===== src/mexp_pkg.sv =====
package mexp_pkg;

	// Sequencer states of the top level, one-hot.
	typedef enum logic [4:0] {
		S_IDLE   = 5'b00001,
		S_REDUCE = 5'b00010,
		S_CHECK  = 5'b00100,
		S_MULT   = 5'b01000,
		S_FINISH = 5'b10000
	} mexp_state_t;

	// Status that a modular multiplier reports to the sequencer.
	typedef struct packed {
		logic busy;
		logic done;
	} mexp_mul_sts_t;

endpackage


===== src/mexp_modmul.sv =====
// Bit-serial modular multiplier: product = (x * y) mod m by double-and-add.
// Each multiplier bit of y is consumed in a doubling step followed by
// a conditional add step, so one modular adder is shared by both steps.
// The operand x must be below m. The operand y may take any value.
module mexp_modmul #(
	parameter int WORD_BITS = 64
) (
	input  logic                     clk,
	input  logic                     arst_n,
	input  logic                     start,
	input  logic [WORD_BITS-1:0]     x,
	input  logic [WORD_BITS-1:0]     y,
	input  logic [WORD_BITS-1:0]     m,
	output logic [WORD_BITS-1:0]     product,
	output mexp_pkg::mexp_mul_sts_t  sts
);

	localparam int CNT_W = $clog2(WORD_BITS);

	logic [WORD_BITS-1:0] acc_q;
	logic [WORD_BITS-1:0] x_q;
	logic [WORD_BITS-1:0] y_q;
	logic [CNT_W-1:0]     cnt_q;
	logic                 phase_q;
	logic                 busy_q;
	logic                 done_q;

	logic [WORD_BITS-1:0] opnd;
	logic [WORD_BITS:0]   sum;
	logic [WORD_BITS:0]   diff;
	logic [WORD_BITS-1:0] acc_d;
	logic                 add_en;

	// Phase zero doubles the accumulator, phase one adds x when the current
	// multiplier bit is set. Both are an add followed by one conditional
	// subtraction of the modulus.
	always_comb begin
		opnd   = phase_q ? x_q : acc_q;
		sum    = {1'b0, acc_q} + {1'b0, opnd};
		diff   = sum - {1'b0, m};
		acc_d  = (sum >= {1'b0, m}) ? diff[WORD_BITS-1:0] : sum[WORD_BITS-1:0];
		add_en = !phase_q || y_q[WORD_BITS-1];
	end

	always_ff @(posedge clk or negedge arst_n) begin
		if (!arst_n) begin
			busy_q  <= 1'b0;
			done_q  <= 1'b0;
			phase_q <= 1'b0;
			cnt_q   <= '0;
		end else begin
			done_q <= 1'b0;
			if (start) begin
				busy_q  <= 1'b1;
				phase_q <= 1'b0;
				cnt_q   <= CNT_W'(WORD_BITS - 1);
			end else if (busy_q) begin
				phase_q <= !phase_q;
				if (phase_q) begin
					if (cnt_q == '0) begin
						busy_q <= 1'b0;
						done_q <= 1'b1;
					end else begin
						cnt_q <= cnt_q - 1'b1;
					end
				end
			end
		end
	end

	always_ff @(posedge clk) begin
		if (start) begin
			acc_q <= '0;
			x_q   <= x;
			y_q   <= y;
		end else if (busy_q) begin
			if (add_en) begin
				acc_q <= acc_d;
			end
			if (phase_q) begin
				y_q <= y_q << 1;
			end
		end
	end

	assign product  = acc_q;
	assign sts.busy = busy_q;
	assign sts.done = done_q;

	a_no_restart: assert property (@(posedge clk) disable iff (!arst_n)
		start |-> !busy_q)
		else $error("multiplier started while busy");

	a_done_reduced: assert property (@(posedge clk) disable iff (!arst_n)
		done_q |-> acc_q < m)
		else $error("multiplier result not reduced");

endmodule


===== src/modular_exponentiation.sv =====
// Modular exponentiation: power = base ** exponent mod modulus, computed by
// right-to-left square-and-multiply with bit-serial modular multipliers.
// Input channel: in_valid / in_stall with base and exponent; a request is
// taken when in_valid is high and in_stall is low. in_stall is low only while
// the block is idle, so one request is worked on at a time.
// Output channel: out_valid / out_stall with power, held in an output register
// that waits as long as the receiver stalls; the next request may be taken
// while that result still waits.
// The modulus register is written with cfg_wr_en / cfg_wr_data; the user must
// write it only while the block is idle, and the block does not enforce this.
// Values 0 and 1 act as 2. Reset sets it to 2 and empties the block.
// After a request is taken, multiplier A first reduces the base by the
// modulus; each exponent bit up to the highest set one then costs one pass
// of the two multipliers (square and multiply run side by side), each pass
// taking a doubling step and an add step per bit of the word because one
// modular adder per multiplier does both double and add. A zero exponent
// needs no pass. The next request can be taken in the cycle after the
// result is loaded. While the output register is full and stalled, the
// block holds its result and keeps in_stall.
module modular_exponentiation #(
	parameter int WORD_BITS = 64
) (
	input  logic                 clk,
	input  logic                 arst_n,
	input  logic                 cfg_wr_en,
	input  logic [WORD_BITS-1:0] cfg_wr_data,
	input  logic                 in_valid,
	output logic                 in_stall,
	input  logic [WORD_BITS-1:0] base,
	input  logic [WORD_BITS-1:0] exponent,
	output logic                 out_valid,
	input  logic                 out_stall,
	output logic [WORD_BITS-1:0] power
);

	mexp_pkg::mexp_state_t   state_q;
	mexp_pkg::mexp_mul_sts_t sts_a;
	mexp_pkg::mexp_mul_sts_t sts_b;

	logic [WORD_BITS-1:0] modulus_q;
	logic [WORD_BITS-1:0] m_eff;
	logic [WORD_BITS-1:0] e_q;
	logic [WORD_BITS-1:0] r_q;
	logic [WORD_BITS-1:0] b_q;
	logic [WORD_BITS-1:0] power_q;
	logic                 out_valid_q;

	logic                 accept;
	logic                 start_a;
	logic                 start_b;
	logic [WORD_BITS-1:0] x_a;
	logic [WORD_BITS-1:0] y_a;
	logic [WORD_BITS-1:0] prod_a;
	logic [WORD_BITS-1:0] prod_b;
	logic                 out_free;

	// The user must change the modulus only while idle; the block does not enforce this, and the multipliers read it live.
	assign m_eff = (modulus_q < WORD_BITS'(2)) ? WORD_BITS'(2) : modulus_q;

	assign in_stall = (state_q != mexp_pkg::S_IDLE);
	assign accept   = in_valid && !in_stall;
	assign out_free = !out_valid_q || !out_stall;

	// Multiplier A first reduces the base (1 * base mod m), then forms the
	// running result times the base power. Multiplier B squares the base power.
	assign start_b = (state_q == mexp_pkg::S_CHECK) && (e_q != '0);
	assign start_a = accept || start_b;
	assign x_a     = (state_q == mexp_pkg::S_IDLE) ? WORD_BITS'(1) : r_q;
	assign y_a     = (state_q == mexp_pkg::S_IDLE) ? base : b_q;

	mexp_modmul #(.WORD_BITS(WORD_BITS)) u_mul_a (
		.clk     (clk),
		.arst_n  (arst_n),
		.start   (start_a),
		.x       (x_a),
		.y       (y_a),
		.m       (m_eff),
		.product (prod_a),
		.sts     (sts_a)
	);

	mexp_modmul #(.WORD_BITS(WORD_BITS)) u_mul_b (
		.clk     (clk),
		.arst_n  (arst_n),
		.start   (start_b),
		.x       (b_q),
		.y       (b_q),
		.m       (m_eff),
		.product (prod_b),
		.sts     (sts_b)
	);

	always_ff @(posedge clk or negedge arst_n) begin
		if (!arst_n) begin
			modulus_q <= WORD_BITS'(2);
		end else if (cfg_wr_en) begin
			modulus_q <= cfg_wr_data;
		end
	end

	// Sequencer and output register valid. A new result may be loaded in the
	// same cycle as the waiting one is taken, and then valid stays high.
	always_ff @(posedge clk or negedge arst_n) begin
		if (!arst_n) begin
			state_q     <= mexp_pkg::S_IDLE;
			out_valid_q <= 1'b0;
		end else begin
			if ((state_q == mexp_pkg::S_FINISH) && out_free) begin
				out_valid_q <= 1'b1;
			end else if (out_valid_q && !out_stall) begin
				out_valid_q <= 1'b0;
			end
			unique case (state_q)
				mexp_pkg::S_IDLE: begin
					if (accept) begin
						state_q <= mexp_pkg::S_REDUCE;
					end
				end
				mexp_pkg::S_REDUCE: begin
					if (sts_a.done) begin
						state_q <= mexp_pkg::S_CHECK;
					end
				end
				mexp_pkg::S_CHECK: begin
					// Once the remaining exponent is zero the result is final.
					state_q <= (e_q != '0) ? mexp_pkg::S_MULT : mexp_pkg::S_FINISH;
				end
				mexp_pkg::S_MULT: begin
					if (sts_a.done) begin
						state_q <= mexp_pkg::S_CHECK;
					end
				end
				mexp_pkg::S_FINISH: begin
					if (out_free) begin
						state_q <= mexp_pkg::S_IDLE;
					end
				end
				default: begin
					state_q <= mexp_pkg::S_IDLE;
				end
			endcase
		end
	end

	// Working values of the exponentiation.
	always_ff @(posedge clk) begin
		if (accept) begin
			e_q <= exponent;
			r_q <= WORD_BITS'(1);
		end
		if ((state_q == mexp_pkg::S_REDUCE) && sts_a.done) begin
			b_q <= prod_a;
		end
		if ((state_q == mexp_pkg::S_MULT) && sts_a.done) begin
			if (e_q[0]) begin
				r_q <= prod_a;
			end
			b_q <= prod_b;
			e_q <= e_q >> 1;
		end
		if ((state_q == mexp_pkg::S_FINISH) && out_free) begin
			power_q <= r_q;
		end
	end

	assign out_valid = out_valid_q;
	assign power     = power_q;

	a_mul_lockstep: assert property (@(posedge clk) disable iff (!arst_n)
		(state_q == mexp_pkg::S_MULT) |->
			(sts_a.busy == sts_b.busy) && (sts_a.done == sts_b.done))
		else $error("square and multiply passes out of step");

	a_operands_reduced: assert property (@(posedge clk) disable iff (!arst_n)
		(state_q == mexp_pkg::S_CHECK) |-> (b_q < m_eff) && (r_q < m_eff))
		else $error("working values not below the modulus");

	a_exponent_shrinks: assert property (@(posedge clk) disable iff (!arst_n)
		(state_q == mexp_pkg::S_MULT && sts_a.done) |=> e_q < $past(e_q))
		else $error("exponent did not advance");

	a_result_reduced: assert property (@(posedge clk) disable iff (!arst_n)
		$rose(out_valid_q) |-> power_q < m_eff)
		else $error("result not below the modulus");

endmodule

===== config.mk =====
export PLATFORM = sky130hd
export DESIGN_NAME = modular_exponentiation
export DESIGN_NICKNAME = d
export VERILOG_FILES = /design/src/mexp_pkg.sv /design/src/mexp_modmul.sv /design/src/modular_exponentiation.sv
export SDC_FILE = /design/constraint.sdc
export NUM_CORES = 2
export LEC_CHECK = 0
export BUFFER_PORTS_ARGS = -buffer_cell sky130_fd_sc_hd__buf_2
export CAP_MARGIN = 20
export CORE_AREA = 2 2 464 236
export DETAILED_ROUTE_END_ITERATION = 10
export DIE_AREA = 0 0 466 238
export GPL_TIMING_DRIVEN = 0
export HOLD_SLACK_MARGIN = 0.1
export PLACE_DENSITY = 0.69
export SLEW_MARGIN = 20
export SYNTH_ARGS = -nofsm -noshare
export SYNTH_HDL_FRONTEND = slang
export SYNTH_HIERARCHICAL = 1
export SYNTH_SLANG_ARGS = --single-unit

===== constraint.sdc =====
create_clock -name clk -period 11.73 [get_ports clk]
set_input_delay 1.7595 -clock clk [delete_from_list [all_inputs] [get_ports clk]]
set_output_delay 1.7595 -clock clk [all_outputs]
set_load 0.02 [all_outputs]

# Word level (Yosys, flattened, before mapping)
# Cells that the tools add are included.
op_classes:
  add_sub_neg: 6
  magnitude_cmp: 3
  n_eq_ne: 11
  muxes: 50
  n_reduce_logical: 33
ops:
  columns: ["operator", "count"]
  rows:
  - ["64-bit two-way mux", 17]
  - ["64-bit by 64-bit adder with 65-bit output", 2]
  - ["65-bit by 64-bit >= comparator with 1-bit output", 2]
  - ["64-bit subtractor", 2]
  - ["63-bit two-way mux", 2]
  - ["64-bit by 2-bit < comparator with 1-bit output (second input constant)", 1]
  - ["64-bit nonzero test", 1]
  - ["6-bit two-way mux", 8]
  - ["5-bit two-way mux", 4]
  - ["5-bit case mux with 4 select lines", 1]
  - ["1-bit two-way mux", 18]
  - ["2-bit nonzero test", 7]
  - ["6-bit zero test", 2]
  - ["6-bit by 1-bit subtractor with 6-bit output (second input constant)", 2]
  - ["3-bit AND reduction", 3]
  - ["2-bit inequality test (second input constant)", 4]
  - ["2-bit AND reduction", 4]
  - ["1-bit logical AND", 6]
  - ["5-bit by 1-bit == test with 1-bit output (second input constant)", 1]
  - ["5-bit by 2-bit == test with 1-bit output (second input constant)", 1]
  - ["5-bit by 3-bit == test with 1-bit output (second input constant)", 1]
  - ["5-bit by 4-bit == test with 1-bit output (second input constant)", 1]
  - ["5-bit == test (second input constant)", 1]
  - ["1-bit zero test", 5]
  - ["4 further kinds", 7]
totals:
  ff_bits: 727
  input_bits: 197
  output_inout_bits: 66
  elab_cells: 124

# Longest topological paths before layout
depth:
  word_depth: 6
  mapped_depth: 29

# Hierarchy
# Netlist, hierarchy kept.
modules_own_cells:
  columns: ["module", "n_inst", "cells_per_inst", "area_each_um2", "seq_area_each_um2"]
  rows:
  - ["mexp_modmul", 2, 1954, 16814.9, 5350.1]
  - ["modular_exponentiation", 1, 1034, 14181.1, 8790.9]

# Least setup slack after synthesis
# No wires, ideal clock.
synth_timing:
  kind: "reg-to-reg"
  startpoint: "register state_q[1]"
  endpoint: "register u_mul_a.cnt_q[5]"
  setup_ns: 0.124
  arrival_ns: 8.096
  required_time_ns: 11.606
  setup_slack_ns: 3.511
  stages_incl_launch_ff: 9
  n_path_buf: 0
  cell_sequence: "dfrtp_1 nor3_1 nand3b_1 o21ai_0 a21o_1 nand2_1 nor4_1 and3_1 o21bai_1"
synth_via:
  elab_chain_cells: 6
  word_cells_on_any_way: 11
synth_lines:
  columns: ["element", "line", "text"]
  rows:
  - ["from (decl)", "modular_exponentiation.sv:36", "mexp_pkg::mexp_state_t state_q;"]
  - ["from (signal assigned)", "modular_exponentiation.sv:105", "state_q <= mexp_pkg::S_IDLE;"]
  - ["from (signal assigned)", "modular_exponentiation.sv:116", "state_q <= mexp_pkg::S_REDUCE;"]
  - ["from (signal assigned)", "modular_exponentiation.sv:121", "state_q <= mexp_pkg::S_CHECK;"]
  - ["5-bit by 1-bit inequality test with 1-bit output", "modular_exponentiation.sv:60", "assign in_stall = (state_q != mexp_pkg::S_IDLE);"]
  - ["1-bit zero test", "modular_exponentiation.sv:61", "assign accept = in_valid && !in_stall;"]
  - ["1-bit logical AND", "modular_exponentiation.sv:61", null]
  - ["1-bit logical OR (*)", "modular_exponentiation.sv:67", "assign start_a = accept || start_b;"]
  - ["via start_a", "modular_exponentiation.sv:49", "logic start_a;"]
  - ["2-bit inequality test (no line) / 2-bit nonzero test (equally long branches)", null, null]
  - ["3-bit AND reduction (no line)", null, null]
  - ["to (signal assigned)", "mexp_modmul.sv:56", "cnt_q <= CNT_W'(WORD_BITS - 1);"]
  - ["to (signal assigned)", "mexp_modmul.sv:64", "cnt_q <= cnt_q - 1'b1;"]
  - ["to (decl)", "mexp_modmul.sv:23", "logic [CNT_W-1:0] cnt_q;"]
# The timed path passes the listed nets; every way through them passes the cells marked *.
# A chain may end at the register's enable or synchronous reset.

# Worst setup path after layout
layout_timing:
  startpoint: "register u_mul_a.phase_q"
  endpoint: "register u_mul_a.acc_q[56], in the netlist u_mul_a/product[56]"
layout_via:
  elab_chain_cells: 4
  word_cells_on_any_way: 8
layout_lines:
  columns: ["element", "line", "text"]
  rows:
  - ["from (decl)", "mexp_modmul.sv:24", "logic phase_q;"]
  - ["from (signal assigned)", "mexp_modmul.sv:58", "phase_q <= !phase_q;"]
  - ["64-bit two-way mux", "mexp_modmul.sv:38", "opnd = phase_q ? x_q : acc_q;"]
  - ["64-bit by 64-bit adder with 65-bit output", "mexp_modmul.sv:39", "sum = {1'b0, acc_q} + {1'b0, opnd};"]
  - ["64-bit subtractor / 65-bit by 64-bit >= comparator with 1-bit output (equally long branches)", "mexp_modmul.sv:40, mexp_modmul.sv:41", null]
  - ["64-bit two-way mux", "mexp_modmul.sv:41", "acc_d = (sum >= {1'b0, m}) ? diff[WORD_BITS-1:0] : sum[WORD_BITS-1:0];"]
  - ["to (signal assigned)", "mexp_modmul.sv:73", "acc_q <= '0;"]
  - ["to (signal assigned)", "mexp_modmul.sv:78", "acc_q <= acc_d;"]
  - ["to (decl)", "mexp_modmul.sv:20", "logic [WORD_BITS-1:0] acc_q;"]
# Parallel ways exist; a longest one is shown, timed or not.

==> flow_metrics.tcl <==
set metrics [dict create \
    status "complete, no violations" \
    globalRouteMet2Util_pct 36.7 \
    dieWidth_um 466 \
    first_pass_iters 6 \
    areaGrowthSynthToFinish_pct 12.3 \
    dpl_cell_area_sq_um 51300 \
    critPathCaptureType "register" \
    post_cts_buffers 0 \
    final_cell_area_sq_um 53600 \
    hold_viol 0 \
    antenna_found_initial 14 \
    crit_type "reg -> reg" \
    worst_slew_pin_slew_ns 1.20 \
    setup_viol 0 \
    die-area_sq_um 111000 \
    fin_crit_ns 10.10 \
    cp_max_fo 10 \
    yosysWarnings 6 \
    cts_buffers 70 \
    grt.total_usage_pct 31.8 \
    timing.hold.ws_ns 0.450 \
    overflow 0 \
    initial_core_util_pct 44.8 \
    path_buf_inv 5 \
    power_density_nw_per_um2 244 \
    clock_latency_ns 0.69 \
    slew_headroom_pct 19.7 \
    critPathMaxStageDelay_ns 0.88 \
    syn_area_sq_um 47800 \
    arrival_ns 10.67 \
    slowest_stage "clkbuf_1" \
    grt.busiest_layer "met1" \
    grt_max_degree 76 \
    fmax_mhz 99.0 \
    nNetsFinal 5744 \
    met3_usage_pct 16.6 \
    rsz0062_at_grt "no" \
    drive_gt1_share_pct 18.6 \
    die_h_um 238 \
    gp_congestion 1.03 \
    detailed_place_hpwl_mm 147 \
    drt_iter0_markers 5126 \
    p_total_mw 13.1 \
    drc 0 \
    coreArea_sq_um 107000 \
    use_met1_pct 49.5 \
    wire_per_inst_um 26.6 \
    synthesis.nets 5395 \
    grt_pass1_wl_mm 257 \
    crit_top_cell "a21oi_1" \
    syn_inst 4936 \
    dp.cells 6648 \
    clock_tree.root_cell "clkbuf_16" \
    routed_wirelength_mm 180 \
    cts_tree "yes" \
    hold_class "reg -> reg" \
    critical-path-top-delay-family "compound AO/OA/AOI/OAI gates" \
    ir_worst_vdd_uv 153 \
    stdcell_count 6777 \
    antenna_left 0 \
    h-tree-depth 3 \
    skew_ns 0.0387 \
    num_rows 85 \
    drv_cap 0 \
    clock-sinks 727 \
    port_buffers 261 \
    post-route-period-util_pct 86.1 \
    grt_pass1_vias 37209 \
    final_max_slew_viol_count 0 \
    vias_per_cell 6.07 \
    cts_hold_buf 0 \
    clkSlewWorstSetupHoldPaths_ns 0.07 \
    io-pin-count 263 \
    p_leak_nw 21.3 \
    avgSynthCellArea_sq_um 9.68 \
    cts_max_path_buffers 3 \
    startpoint_type "register" \
    required_ns 12.29 \
    cts_resized 0 \
    vias 41122 \
]
==> routing by layer <==
metal	part of all wire, %	routed length [um]
met5	0.034	62
met4	2.2	3900
met3	16	29600
met2	34	60700
met1	48	86000
==> stage by stage <==
stage	worst slack, ns	setup TNS [ns]	util [%]
5_1_grt	1.50	0	50.3
3_3_place_gp	-1.51	-110.21	47.7
2_1_floorplan	3.51	0	-
3_5_place_dp	2.03	0	48.1
4_1_cts	1.99	0	50.3
6_report	1.63	0	50.3
==> state kept, by name, indices dropped and copies added, names as in the netlist <==
signal	flops
u_mul_a/cnt_q	6
u_mul_b/phase_q	1
u_mul_b/x_q	64
u_mul_b/busy_q	1
u_mul_a/done_q	1
u_mul_a/phase_q	1
power	64
u_mul_b/product	64
u_mul_a/busy_q	1
r_q	64
u_mul_a/product	64
modulus_q	64
e_q	64
u_mul_b/cnt_q	6
state_q	5
b_q	64
u_mul_b/y_q	64
u_mul_a/x_q	64
out_valid	1
u_mul_a/y_q	64
==> path summary, 6_finish.rpt <==
check | startpoint | slack, ns | cells past startpoint | endpoint
max in group asynchronous | arst_n | 10.09 | 2 | modulus_q[1]
worst max register to register | u_mul_a/phase_q | 1.63 | 26 | u_mul_a/product[56]
worst max-delay path | u_mul_a/phase_q | 1.63 | 26 | u_mul_a/product[56]
min in group asynchronous | arst_n | 0.93 | 1 | u_mul_b/cnt_q[2]
worst min-delay path | r_q[50] | 0.45 | 0 | power[50]
worst min register to register | r_q[50] | 0.45 | 0 | power[50]
==> where the power goes <==
part | internal (mW) | total [mW] | switching, mW
Clock | 1.28 | 2.34 | 1.06
Sequential | 2.93 | 3.64 | 0.709
Combinational | 2.64 | 7.13 | 4.49
Total | 6.85 | 13.1 | 6.26
==> layout make-up <==
class	count	area, sq um
diodes	3	7.51
plain buffers	333	1580
clock buffers	89	1920
clock inverters	37	379
fillers	9895	53000
inverters	201	754
multi-input cells	3675	26100
flip-flops and latches	727	19500
well taps	1435	1800
repair buffers	277	1690
==> cell usage in the layout (no fill, tap or decap), types with 15 or more instances in the layout <==
master	count
a211oi_1	74
a21o_1	109
a21oi_1	353
a22o_1	64
a311oi_1	84
a31oi_1	48
and2_1	96
and3_1	34
buf_2	327
buf_6	28
clkbuf_1	228
clkbuf_16	73
dfrtp_1	85
dfxtp_1	193
edfxtp_1	447
ha_1	258
inv_1	200
mux2_2	331
mux2_4	108
nand2_1	598
nand2b_1	24
nand3_1	96
nand4_1	78
nor2_1	308
nor2b_1	30
nor3_1	86
nor4_1	57
o211ai_1	28
o21a_1	34
o21ai_0	204
o21bai_1	52
o311ai_0	15
o31ai_1	15
or3_1	44
xnor2_1	135
xor2_1	80
Power figures use the tool's default switching activity.
